[src/rtl/switch_pattern_sequencer_assert.svh]
// Assertion macros for the switch pattern sequencer.
// Each check samples on the rising edge of clk and is off while rst_n is low.
`ifndef SWITCH_PATTERN_SEQUENCER_ASSERT_SVH
`define SWITCH_PATTERN_SEQUENCER_ASSERT_SVH

`ifndef SYNTH

`define SPS_ASSERT(lbl, prop, msg) \
    lbl: assert property (@(posedge clk) disable iff (!rst_n) (prop)) else $error(msg);

`define SPS_ASSERT_NEXT(lbl, cond, prop, msg) \
    lbl: assert property (@(posedge clk) disable iff (!rst_n) (cond) |=> (prop)) \
        else $error(msg);

`else

`define SPS_ASSERT(lbl, prop, msg)

`define SPS_ASSERT_NEXT(lbl, cond, prop, msg)

`endif

`endif

[src/rtl/sps_pkg.sv]
`timescale 1ns / 1ps

package sps_pkg;

    localparam int PATTERN_W = 4;
    localparam logic [31:0] MIN_PERIOD = 32'd50;

    typedef enum logic [2:0] {
        CMD_TICK   = 3'd0,
        CMD_START  = 3'd1,
        CMD_HALT   = 3'd2,
        CMD_STEP   = 3'd3,
        CMD_DIRECT = 3'd4,
        CMD_REWIND = 3'd5
    } cmd_t;

    localparam logic [1:0] REG_PATTERN = 2'd0;
    localparam logic [1:0] REG_LENGTH  = 2'd1;
    localparam logic [1:0] REG_PERIOD  = 2'd2;

    typedef struct packed {
        logic [63:0] pattern_table;
        logic [4:0]  cycle_length;
        logic [31:0] period_ticks;
    } seq_cfg_t;

    typedef struct packed {
        logic [3:0]  line_levels;
        logic [3:0]  step_pointer;
        logic        active;
        logic [31:0] period_count;
        logic [31:0] time_count;
        logic [31:0] last_start;
    } seq_state_t;

    function automatic logic [3:0] pattern_at(input logic [63:0] table_bits,
                                              input logic [3:0] idx);
        pattern_at = table_bits[{idx, 2'b00} +: PATTERN_W];
    endfunction

endpackage

[src/rtl/sps_step.sv]
`timescale 1ns / 1ps

module sps_step import sps_pkg::*; #(
    parameter int MAX_STEPS = 16
) (
    input  seq_cfg_t   cfg,
    input  seq_state_t cur,
    input  logic [2:0] command,
    input  logic [3:0] direct_pins,
    output seq_state_t nxt,
    output logic       accepted
);

    localparam logic [4:0] MaxLen = 5'(MAX_STEPS);

    logic [4:0]  eff_len;
    logic        has_cycle;
    logic [4:0]  adv_idx;
    logic [3:0]  adv_ptr;
    logic [3:0]  adv_pat;
    logic [31:0] period_inc;

    // effective length saturates at the table depth
    assign eff_len   = (cfg.cycle_length > MaxLen) ? MaxLen : cfg.cycle_length;
    assign has_cycle = (eff_len != 5'd0);
    assign adv_idx   = {1'b0, cur.step_pointer} + 5'd1;
    assign adv_ptr   = (adv_idx >= eff_len) ? 4'd0 : adv_idx[3:0];
    assign adv_pat   = pattern_at(cfg.pattern_table, adv_ptr);
    assign period_inc = cur.period_count + 32'd1;

    always_comb
    begin
        nxt      = cur;
        accepted = 1'b1;
        case (command)
            CMD_TICK:
            begin
                nxt.time_count = cur.time_count + 32'd1;
                if (cur.active)
                begin
                    if (period_inc >= cfg.period_ticks)
                    begin
                        nxt.period_count = '0;
                        if (has_cycle)
                        begin
                            nxt.step_pointer = adv_ptr;
                            nxt.line_levels  = adv_pat;
                        end
                    end
                    else
                    begin
                        nxt.period_count = period_inc;
                    end
                end
            end
            CMD_START:
            begin
                if (!has_cycle || (cfg.period_ticks < MIN_PERIOD))
                begin
                    accepted = 1'b0;
                end
                else
                begin
                    nxt.line_levels  = pattern_at(cfg.pattern_table, cur.step_pointer);
                    nxt.last_start   = cur.time_count;
                    nxt.period_count = '0;
                    nxt.active       = 1'b1;
                end
            end
            CMD_HALT:
            begin
                nxt.active      = 1'b0;
                nxt.line_levels = '0;
            end
            CMD_STEP:
            begin
                if (!has_cycle)
                begin
                    accepted = 1'b0;
                end
                else
                begin
                    nxt.step_pointer = adv_ptr;
                    nxt.line_levels  = adv_pat;
                end
            end
            CMD_DIRECT:
            begin
                nxt.active      = 1'b0;
                nxt.line_levels = direct_pins;
            end
            CMD_REWIND:
            begin
                nxt.active       = 1'b0;
                nxt.line_levels  = '0;
                nxt.step_pointer = '0;
            end
            default:
            begin
                nxt = cur;
            end
        endcase
    end

endmodule

[src/rtl/switch_pattern_sequencer.sv]
`timescale 1ns / 1ps
// Channel    | Handshake                 | Payload
// -----------+---------------------------+----------------------------------------------
// command in | in_valid / in_ready       | command[2:0], direct_pins[3:0]
// result out | out_valid / out_ready     | pins, step_index, running, accepted, start_time
// register   | cfg_valid / cfg_ready     | cfg_index[1:0], cfg_data[63:0]
//
// Throughput is one command per cycle while the result side is not stalled; each
// command yields one result, through the input register, then the result register.
// The rate is set by the combinational next-state logic: the period compare and
// the 16-way pattern select sit between the input register and the state.
// Reset clears the sequencer state, the configuration and both valid flags.
// A stalled result holds the input register; the input side stalls only when
// both the input register and the result register are full.

`include "switch_pattern_sequencer_assert.svh"

module switch_pattern_sequencer import sps_pkg::*; #(
    parameter int MAX_STEPS = 16
) (
    input  logic        clk,
    input  logic        rst_n,

    input  logic        in_valid,
    output logic        in_ready,
    input  logic [2:0]  command,
    input  logic [3:0]  direct_pins,

    output logic        out_valid,
    input  logic        out_ready,
    output logic [3:0]  pins,
    output logic [3:0]  step_index,
    output logic        running,
    output logic        accepted,
    output logic [31:0] start_time,

    input  logic        cfg_valid,
    output logic        cfg_ready,
    input  logic [1:0]  cfg_index,
    input  logic [63:0] cfg_data
);

    // configuration registers
    seq_cfg_t   cfg_reg;

    // sequencer state
    seq_state_t state_reg;
    seq_state_t state_next;
    logic       accepted_next;

    // input register
    logic       s1_valid_reg;
    logic [2:0] s1_cmd_reg;
    logic [3:0] s1_direct_reg;
    logic       s1_adv;

    // result register
    logic        out_valid_reg;
    logic [3:0]  pins_reg;
    logic [3:0]  step_index_reg;
    logic        running_reg;
    logic        accepted_reg;
    logic [31:0] start_time_reg;

    // the result register frees up when it is empty or its transfer completes
    assign s1_adv   = s1_valid_reg && (!out_valid_reg || out_ready);
    assign in_ready = !s1_valid_reg || s1_adv;

    // register writes are always taken; an index beyond the list is dropped
    assign cfg_ready = 1'b1;

    always_ff @(posedge clk or negedge rst_n)
    begin
        if (!rst_n)
        begin
            cfg_reg <= '0;
        end
        else if (cfg_valid && cfg_ready)
        begin
            case (cfg_index)
                REG_PATTERN: cfg_reg.pattern_table <= cfg_data;
                REG_LENGTH:  cfg_reg.cycle_length  <= cfg_data[4:0];
                REG_PERIOD:  cfg_reg.period_ticks  <= cfg_data[31:0];
                default:     cfg_reg <= cfg_reg;
            endcase
        end
    end

    // capture the command transfer
    always_ff @(posedge clk or negedge rst_n)
    begin
        if (!rst_n)
        begin
            s1_valid_reg <= 1'b0;
        end
        else if (in_ready)
        begin
            s1_valid_reg <= in_valid;
        end
    end

    always_ff @(posedge clk)
    begin
        if (in_valid && in_ready)
        begin
            s1_cmd_reg    <= command;
            s1_direct_reg <= direct_pins;
        end
    end

    sps_step #(
        .MAX_STEPS (MAX_STEPS)
    ) u_step (
        .cfg         (cfg_reg),
        .cur         (state_reg),
        .command     (s1_cmd_reg),
        .direct_pins (s1_direct_reg),
        .nxt         (state_next),
        .accepted    (accepted_next)
    );

    // commit the state only when the command moves into the result register
    always_ff @(posedge clk or negedge rst_n)
    begin
        if (!rst_n)
        begin
            state_reg <= '0;
        end
        else if (s1_adv)
        begin
            state_reg <= state_next;
        end
    end

    always_ff @(posedge clk or negedge rst_n)
    begin
        if (!rst_n)
        begin
            out_valid_reg <= 1'b0;
        end
        else if (s1_adv)
        begin
            out_valid_reg <= 1'b1;
        end
        else if (out_ready)
        begin
            out_valid_reg <= 1'b0;
        end
    end

    // result payload: hold until the transfer completes
    always_ff @(posedge clk)
    begin
        if (s1_adv)
        begin
            pins_reg       <= state_next.line_levels;
            step_index_reg <= state_next.step_pointer;
            running_reg    <= state_next.active;
            accepted_reg   <= accepted_next;
            start_time_reg <= state_next.last_start;
        end
    end

    assign out_valid  = out_valid_reg;
    assign pins       = pins_reg;
    assign step_index = step_index_reg;
    assign running    = running_reg;
    assign accepted   = accepted_reg;
    assign start_time = start_time_reg;

    `SPS_ASSERT(a_ready_when_empty, !s1_valid_reg |-> in_ready, "input side stalled while empty")
    `SPS_ASSERT_NEXT(a_held_command, s1_valid_reg && !s1_adv, s1_valid_reg, "held command dropped")
    `SPS_ASSERT_NEXT(a_result_follows, s1_adv, out_valid_reg, "committed command lost its result")
    `SPS_ASSERT_NEXT(a_refused_no_change, s1_adv && !accepted_next,
        state_reg == $past(state_reg), "refused command changed the state")

endmodule

[config.mk]
export PLATFORM = sky130hd
export DESIGN_NAME = switch_pattern_sequencer
export DESIGN_NICKNAME = d
export VERILOG_FILES = /design/src/rtl/sps_pkg.sv /design/src/rtl/sps_step.sv /design/src/rtl/switch_pattern_sequencer.sv
export VERILOG_INCLUDE_DIRS = /design/src /design/src/rtl
export SDC_FILE = /design/constraint.sdc
export NUM_CORES = 1
export LEC_CHECK = 0
export BUFFER_PORTS_ARGS = -buffer_cell sky130_fd_sc_hd__buf_4
export CAP_MARGIN = 20
export CORE_UTILIZATION = 54
export DETAILED_ROUTE_END_ITERATION = 16
export PLACE_DENSITY = 0.77
export SYNTH_ARGS = -nofsm -noshare
export SYNTH_HDL_FRONTEND = slang
export SYNTH_SLANG_ARGS = --single-unit
[constraint.sdc]
create_clock -name clk -period 4.4 [get_ports clk]
set_input_delay 0.44 -clock clk [delete_from_list [all_inputs] [get_ports clk]]
set_output_delay 0.44 -clock clk [all_outputs]
set_load 0.01 [all_outputs]
; After elaboration in Yosys (flattened, before gate mapping)
; Cells that the tools add are included.
[word_totals]
input_bits = 78
out_inout_bits = 45
word_cells = 76
ff_bits = 257
[op_classes]
magnitude_cmp = 4
eq_ne = 9
shifts = 2
reduce_logical = 20
addsub = 3
mux = 20
[ops]
columns = cell, count
row1 = $mux 32, 4
row2 = $shiftx 64x7->4, 2
row3 = $add 32x1->32 const B, 2
row4 = $pmux 32 s2, 1
row5 = $mux 33, 1
row6 = $ge 32x32->1, 1
row7 = $lt 32x6->1 const B, 1
row8 = $mux 8, 3
row9 = $pmux 4 s5, 1
row10 = $pmux 4 s3, 1
row11 = $mux 4, 2
row12 = $reduce_and 2->1, 4
row13 = $eq 3x2->1 const B, 2
row14 = $eq 3x3->1 const B, 2
row15 = $add 4x1->5 const B, 1
row16 = $ge 5x5->1, 1
row17 = $gt 5x5->1 const B, 1
row18 = $mux 5, 1
row19 = $reduce_bool 5->1, 1
row20 = $mux 1, 4
row21 = $ne 2x2->1 const B, 2
row22 = $pmux 1 s2, 2
row23 = $reduce_and 4->1, 1
row24 = $reduce_bool 2->1, 2
row25 = 10 further kinds, 15

; Longest topological paths before layout
; Gate-level depths: netlist of run 1.
[logic_depth]
depth_word = 9
mapped_depth = 19

; Hierarchy
; A second synthesis of run 1 with hierarchy kept.
[hier_totals]
cells_unflattened = 1138
area_unflattened_um2 = 14272.4
[modules_own_cells]
columns = module, area_each_um2, seq_area_each_um2, n_inst, cells_each
row1 = switch_pattern_sequencer, 9486.6, 6676.4, 1, 496
row2 = sps_step, 4785.8, 0.0, 1, 642

; Worst setup path after synthesis of run 1
; No wires, ideal clock.
[synth_timing]
path_type = register to register
start = register state_reg[64] in the netlist's numbering
end = register pins_reg[0] (netlist: pins[0]) (data pin)
path_stages_with_launch = 18
setup_slack_ps = 328
t_required_ps = 4137
setup_ps = 263
arrival_time_ps = 3809
n_path_buf = 1
path_cell_list = dfrtp_1 > ha_1 > and3_1 > nand2_1 > nor4_4 > and3_1 > and3_1 > buf_2 > nand3_1 > xnor2_1 > ha_1 > nand4_1 > nor2_1 > a2111oi_0 > o22a_2 > o21ai_1 > a211oi_1 > nor2_1
[synth_lines]
columns = item, line
row1 = start: declaration, switch_pattern_sequencer.sv:47  ; seq_state_t state_reg;
row2 = start signal: assignment, switch_pattern_sequencer.sv:131  ; state_reg <= state_next;
row3 = end signal: assignment, switch_pattern_sequencer.sv:156  ; pins_reg <= state_next.line_levels;
row4 = end: declaration, switch_pattern_sequencer.sv:59  ; logic [3:0] pins_reg;

; Worst setup path after layout of run 1
[layout_timing]
start = register state_reg[66] in the netlist's numbering
end = register state_reg[99] in the netlist's numbering
[layout_via]
elab_chain_cells = 5
[layout_lines]
columns = item, line
row1 = $add 32x1->32, sps_step.sv:29  ; assign period_inc = cur.period_count + 32'd1;
row2 = $ge 32x32->1, sps_step.sv:41  ; if (period_inc >= cfg.period_ticks)
row3 = $mux 8, sps_step.sv:41
row4 = $mux 8, sps_step.sv:39  ; if (cur.active)
row5 = $pmux 4 s3, sps_step.sv:35  ; case (command)
; Every way passes these cells.
; A chain may end at the register's enable or synchronous reset.

==> flow_metrics.py, run 1 <==
metrics = {
    "final_layout": {
        "n_antenna_cell": 0,
        "seqCellArea_um2": 6679,
        "final_util": 0.6547,
        "stdcell_area_um2": 15500,
        "area_growth_pct": 17.60,
        "largest_reg_flops": 105,
        "fin_cells": 1626,
        "multi_input_area_um2": 6165,
        "nNetsFinal": 1405,
        "drive_gt1_frac": 0.2892,
        "fillCellCount": 1833,
    },
    "routing": {
        "wire_per_inst_um": 18.58,
        "via_per_inst": 5.861,
        "first_pass_iters": 5,
        "ant_nets": 0,
        "drt-initial-drc-count": 745,
        "drc": 0,
        "vias": 9530,
        "wl_um": 30210,
    },
    "sta": {
        "period_share": 0.9588,
        "finalSetupViolCount": 0,
        "slew_headroom": 0.3906,
        "finalClockSkew_ns": 0.01609,
        "final-hold-violation-count": 0,
        "final_max_slew_viol_count": 0,
        "fmax_mhz": 237.0,
        "min_period_ns": 4.219,
        "tightest_slew_ns": 0.9086,
        "fin_ws_ns": 0.1812,
    },
    "floorplanning": {
        "ioPinCount": 123,
        "coreArea_um2": 23680,
        "rows": 56,
        "die_y_um": 158.3,
        "floorplan.initialDensity": 0.5567,
        "die-area_um2": 25040,
        "die-width_um": 158.3,
    },
    "global_routing": {
        "grt_start_max_net_pins": 91,
        "antenna_found_initial": 0,
        "grtUsageTotal": 0.2491,
        "overflow": 0,
        "grt_pass1_wl_um": 48700,
        "first_global_vias": 9265,
    },
    "yosys": {
        "async_flop_share": 0.8093,
        "synth_adder_area_share": 0.03796,
        "synth_seq_cells": 257,
        "ys_seq_area_frac": 0.5064,
        "synth-xor-area-share": 0.04252,
        "yosys_warnings": 0,
        "synth_common_cells": "dfrtp_1 (208), nand2_1 (165), mux2_2 (137), nor2_1 (54), edfxtp_1 (49)",
        "syn_inst": 1161,
        "synth_area_leaders": "dfrtp_1 (39%), mux2_2 (12%), edfxtp_1 (11%), nand2_1 (4.7%), ha_1 (3.8%)",
        "syn_area_per_cell_um2": 11.36,
        "synth_top_area_frac": 0.3948,
        "synth_mux_area_frac": 0.1635,
        "synth_simple_gate_area_frac": 0.1302,
        "synth_edf_count": 49,
        "synth_top_family_by_area": "multiplexers",
        "synth_compound_area_frac": 0.08836,
        "ys_types": 70,
        "synth.most_common_cell": "dfrtp_1",
        "synth_ff_type": "dfrtp_1",
        "syn_area_um2": 13180,
        "syn_nets": 1279,
        "synth.largest_area_cell": "dfrtp_1",
    },
    "setup_path": {
        "crit_type": "flop to flop",
        "worstPathArrival_ns": 4.64,
        "worst-path-max-fanout": 7,
        "end_kind": "flop",
        "start_kind": "flop",
        "cp_data_required_time_ns": 4.82,
    },
    "placement": {
        "io_buffers": 121,
        "dp_slack_ns": -0.03669,
        "post_dp_cell_area_um2": 14490,
        "gp_congestion": 0.9486,
        "placed_cells": 1574,
        "hpwl_um": 21180,
    },
    "pwr": {
        "power_switching_w": 0.002078,
        "p_total_w": 0.006998,
        "p_per_area_nw_per_um2": 451.4,
        "p_int_w": 0.004921,
        "vdd_ir_drop_max_uv": 329.2,
        "p_comb_frac": 0.242,
        "p_leak_nw": 7.098,
        "pwr-share-clk": 0.333,
        "p_sw_frac": 0.2969,
        "seqPwrFrac": 0.425,
    },
    "clocking": {
        "insertion_delay_ns": 0.54,
        "path_clk_slew_ns": 0.07,
        "cts_tree": "done",
        "numCtsBuffers": 26,
        "root_buffer": "clkbuf_16",
        "clock_path_buffers": 3,
        "ctsHtreeMaxLevel": 1,
        "cts.sinks": 257,
    },
    "run_status": {
        "status": "completed",
    },
    "job": {
        "drv_cap": 0,
    },
    "min_path": {
        "hp-class": "primary input to flop",
    },
}
==> path summary, 6_finish.rpt <==
| check | slack, ns | from | end | cells after the start |
|---|---|---|---|---|
| setup / recovery | 0.18 | state_reg[66] | state_reg[99] | 16 |
| hold / removal | 0.08 | direct_pins[3] | s1_direct_reg[3] | 1 |
| setup reg to reg | 0.18 | state_reg[66] | state_reg[99] | 16 |
| hold reg to reg | 0.47 | state_reg[26] | state_reg[26] | 2 |
| max in group asynchronous | 2.95 | rst_n | cfg_reg[79] | 3 |
| min in group asynchronous | 0.53 | rst_n | state_reg[24] | 2 |
==> power groups by stage <==
stage	clock network [W]	registers [W]	logic [W]
3_5_place_dp	0	0.00301	0.00166
6_report	0.00233	0.00298	0.00169
2_1_floorplan	0	0.00293	0.00117
5_1_grt	0.00245	0.00301	0.00184
3_3_place_gp	0	0.00300	0.00162
4_1_cts	0.00237	0.00297	0.00167
==> worst max-delay path, stage by stage (launching register included) <==
cell       delay (ns)
dfrtp_1          0.43
nand2_1          0.11
or3_1            0.42
nor4_4           0.36
and3_1           0.29
and3_2           0.27
nand3_1          0.12
xnor2_1          0.16
ha_1             0.29
nand4_1          0.19
a21oi_2          0.22
a2111oi_4        0.07
o22a_2           0.25
buf_4            0.16
o22a_1           0.26
nand2b_1         0.22
a22o_1           0.26
==> logic make-up (layout without fill, tap and decap cells) <==
logic type | Yosys count | count (layout)
AOI/OAI and AO/OA | 175 | 175
buffers and inverters | 99 | 245
and+or+nand+nor | 353 | 353
other | 1 | 1
muxes | 172 | 172
adders and majority gates | 40 | 40
xor gates and xnor gates | 64 | 64
DFF | 257 | 257
==> what timing repair did <==
action	4_1_cts	5_1_grt
setup endpoints to repair	5	48
pin swaps	0	3
setup buffers	0	3
hold endpoints to repair	7	0
hold buffers	1	0
resized for setup	1	15
==> metrics by stage <==
stage | hold slack (ns) | TNS, ns
5_1_grt | 0.06652 | -0.05363
2_1_floorplan | 0.1444 | 0
3_5_place_dp | 0.4584 | -0.03669
6_report | 0.08186 | 0
3_3_place_gp | 0.4530 | 0
4_1_cts | 0.06367 | 0
==> final cells by class <==
class | instances | area share
flip-flops and latches | 257 | 0.4308
multi-input cells | 805 | 0.3976
repair buffers | 151 | 0.07529
clock buffers | 37 | 0.05205
well taps | 319 | 0.02574
inverters | 46 | 0.01114
clock inverters | 11 | 0.007424
==> layout by cell type, fill, tap and decap left out, drive strengths merged, types with 8 or more instances in the layout <==
cell type	n
dfrtp	208
nor4	10
clkbuf	38
or3	8
nand2	166
a31oi	8
mux4	21
buf	149
nor2	54
nand3	30
and4	8
ha	40
nor3	14
and3	22
a22o	19
edfxtp	49
xor2	26
o21ai	47
inv	45
a21oi	38
mux2	137
o31ai	9
nor2b	8
mux2i	14
xnor2	38
nand4	15
==> layer usage <==
metal | track usage | vias up | wire (um)
li1 | - | 4445 | -
met1 | 0.3514 | 4720 | 13360
met2 | 0.3914 | 291 | 14100
met3 | 0.03375 | 74 | 1561
met4 | 0.09799 | 0 | 1193
met5 | 0 | - | 0
Power figures use the tool's default switching activity.
==> run 2: changes to the inputs <==
Settings changed: ABC_AREA from default to 1.
==> run 2 against run 1 <==
Effect of this change: critical endpoint is now pins[0]; final cell count up 29%; fmax grew 3.7%; clock power decreased by 3%; cell area grew 2.9%; flip-flop and latch count stayed put; combinational power is 81% higher; worst setup slack gained 0.15 ns; critical path type unchanged; critical path depth rose by 9; global-route usage is 0.64 points higher; largest power group unchanged; clock skew fell by 0.0055 ns; core utilization fell by 0.65 points; area after synthesis up 3.7%.
==> flow_metrics.py, run 2 <==
metrics = {
    "placement": {
        "hpwl_um": 23070,
        "io_buffers": 121,
        "gp_congestion": 0.8912,
        "post_dp_cell_area_um2": 14890,
    },
    "global_routing": {
        "first_global_vias": 10930,
        "grt_start_max_net_pins": 98,
        "grtUsageTotal": 0.2555,
        "overflow": 0,
        "grt_pass1_wl_um": 53940,
        "antenna_found_initial": 0,
    },
    "floorplanning": {
        "die_y_um": 161.1,
        "rows": 57,
        "die-width_um": 161.1,
        "ioPinCount": 123,
        "floorplan.initialDensity": 0.5555,
        "coreArea_um2": 24600,
        "die-area_um2": 25950,
    },
    "routing": {
        "via_per_inst": 5.465,
        "drc": 0,
        "wire_per_inst_um": 15.72,
        "vias": 11470,
        "first_pass_iters": 7,
        "wl_um": 33000,
        "ant_nets": 0,
        "drt-initial-drc-count": 1024,
    },
    "setup_path": {
        "max_stage_delay_ns": 0.39,
        "crit_slowest_cell": "dfrtp_1",
        "cp_data_required_time_ns": 4.69,
        "worst-path-max-fanout": 7,
        "crit_type": "flop to flop",
        "start_kind": "flop",
        "cpMostUsedCell": "nand2_1",
        "worstPathArrival_ns": 4.35,
        "end_kind": "flop",
    },
    "clocking": {
        "clock_path_buffers": 3,
        "ctsHtreeMaxLevel": 1,
        "numCtsBuffers": 27,
        "cts_tree": "done",
        "insertion_delay_ns": 0.53,
        "root_buffer": "clkbuf_16",
        "path_clk_slew_ns": 0.06,
        "cts.sinks": 257,
    },
    "sta": {
        "tightest_slew_ns": 1.001,
        "min_period_ns": 4.066,
        "finalClockSkew_ns": 0.01060,
        "final-hold-violation-count": 0,
        "finalSetupViolCount": 0,
        "period_share": 0.9242,
        "slew_headroom": 0.3326,
        "hold_ws_ns": 0.07807,
        "fmax_mhz": 245.9,
        "final_max_slew_viol_count": 0,
    },
    "yosys": {
        "syn_nets": 1756,
        "synth_mux_area_frac": 0.02554,
        "synth.largest_area_cell": "dfrtp_1",
        "synth_seq_cells": 257,
        "synth_simple_gate_area_frac": 0.2450,
        "synth_adder_area_share": 0.03662,
        "syn_area_um2": 13670,
        "synth_top_area_frac": 0.3808,
        "ys_types": 48,
        "synth_common_cells": "nand2_1 (423), inv_1 (212), dfrtp_1 (208), o21ai_0 (164), nand3_1 (148)",
        "synth.most_common_cell": "nand2_1",
        "syn_inst": 1638,
        "synth_ff_type": "dfrtp_1",
        "yosys_warnings": 0,
        "ys_seq_area_frac": 0.4885,
        "synth-xor-area-share": 0.03589,
        "synth_compound_area_frac": 0.08761,
        "synth_top_family_by_area": "simple AND/OR/NAND/NOR gates",
        "synth_area_leaders": "dfrtp_1 (38%), nand2_1 (12%), edfxtp_1 (11%), o21ai_0 (6.0%), inv_1 (5.8%)",
        "async_flop_share": 0.8093,
        "synth_edf_count": 49,
        "syn_area_per_cell_um2": 8.344,
    },
    "min_path": {
        "hp-class": "primary input to flop",
    },
    "job": {
        "drv_cap": 0,
    },
    "pwr": {
        "vdd_ir_drop_max_uv": 431.3,
        "p_per_area_nw_per_um2": 543.6,
        "p_sw_frac": 0.3744,
        "p_leak_nw": 7.743,
        "p_int_w": 0.005424,
        "pwr-share-clk": 0.259,
        "p_comb_frac": 0.352,
        "seqPwrFrac": 0.388,
        "power_switching_w": 0.003246,
    },
    "final_layout": {
        "seqCellArea_um2": 6678,
        "stdcell_area_um2": 15950,
        "area_growth_pct": 16.70,
        "nNetsFinal": 1874,
        "multi_input_area_um2": 5972,
        "fillCellCount": 2034,
        "final_cell_mix": "nand2_1 (422), inv_1 (209), dfrtp_1 (207)",
        "n_antenna_cell": 0,
        "drive_gt1_frac": 0.1549,
        "largest_reg_flops": 105,
        "layout_commonest_cell": "nand2_1",
    },
    "run_status": {
        "status": "completed",
    },
}
==> run 2: cell count changes in the layout (fill, tap and decap cells not counted), moves of 28 or more <==
| cell | previous run | this run |
|---|---|---|
| nand4_1 | 14 | 42 |
| mux2_2 | 137 | 31 |
| inv_1 | 44 | 209 |
| nand3_1 | 29 | 144 |
| nand2_1 | 165 | 422 |
| xnor2_1 | 38 | 8 |
| o21ai_0 | 44 | 163 |
==> run 2: critical path, delay by kind of cell (launching register included) <==
| kind | cells | cell delay (ns) |
|---|---|---|
| simple gates | 21 | 2.77 |
| fa+ha+maj | 1 | 0.29 |
| flops | 1 | 0.39 |
| xor+xnor | 1 | 0.18 |
| buf+inv | 2 | 0.18 |
==> run 2: timing repair <==
item                                   CTS  global route
endpoints found under the hold margin   77             0
buffers inserted                         0            12
setup endpoints to repair                0            48
resized for setup                        0            17
hold buffers                             1             0
==> run 2: worst paths after layout <==
kind,start,end,slack (ns),cells after the start
worst min register to register,cfg_reg[25],cfg_reg[25],0.49,2
max in group asynchronous,rst_n,out_valid,2.89,3
worst max register to register,state_reg[66],pins[0],0.33,25
worst max-delay path,state_reg[66],pins[0],0.33,25
worst min-delay path,command[0],s1_cmd_reg[0],0.08,1
min in group asynchronous,rst_n,cfg_reg[95],0.48,2
==> run 2: power groups by stage <==
stage	registers [W]	clock network, W	logic [W]
after floorplan	0.00333	0	0.00206
after global placement	0.00338	0	0.00289
after detailed placement	0.00339	0	0.00296
after CTS	0.00336	0.00228	0.00298
after global routing	0.00342	0.00236	0.00344
final	0.00337	0.00225	0.00306
==> run 2: cell families (layout without fill, tap and decap cells) <==
kind of cell    count (synthesis)  after routing
compound gates                227            227
xor+xnor                       56             56
fa+ha+maj                      40             40
buf+inv                       285            422
flops                         257            257
mux                            31             31
other cells                     1              1
simple gates                  741            741
==> run 2: routing by layer <==
metal	GRT usage	up-vias	share of wire
met5	0	-	0
met4	0.1218	0	0.048
met3	0.02594	107	0.049
met2	0.4140	403	0.47
met1	0.3466	5347	0.44
li1	-	5613	-
==> run 2: per-stage QoR <==
| stage | TNS, ns | instances | power (W) | utilization | setup slack [ns] |
|---|---|---|---|---|---|
| after floorplan | 0 | 1638 | 0.005392 | - | 0.7807 |
| after global placement | 0 | 2037 | 0.006261 | 0.6053 | 0.3354 |
| after detailed placement | 0 | 2037 | 0.006345 | 0.6053 | 0.1925 |
| after CTS | 0 | 2086 | 0.008618 | 0.6410 | 0.1558 |
| after global routing | -0.04651 | 2099 | 0.009229 | 0.6482 | -0.02741 |
| final | 0 | 2099 | 0.008670 | 0.6482 | 0.3337 |
==> run 2: area by class of cell <==
type                            instances  share of cell area
Sequential cell                       257              0.4187
Multi-Input combinational cell       1096              0.3744
Timing Repair Buffer                  155             0.07508
Inverter                              219             0.05193
Clock buffer                           38             0.04746
Tap cell                              324             0.02542
Clock inverter                         10            0.006982
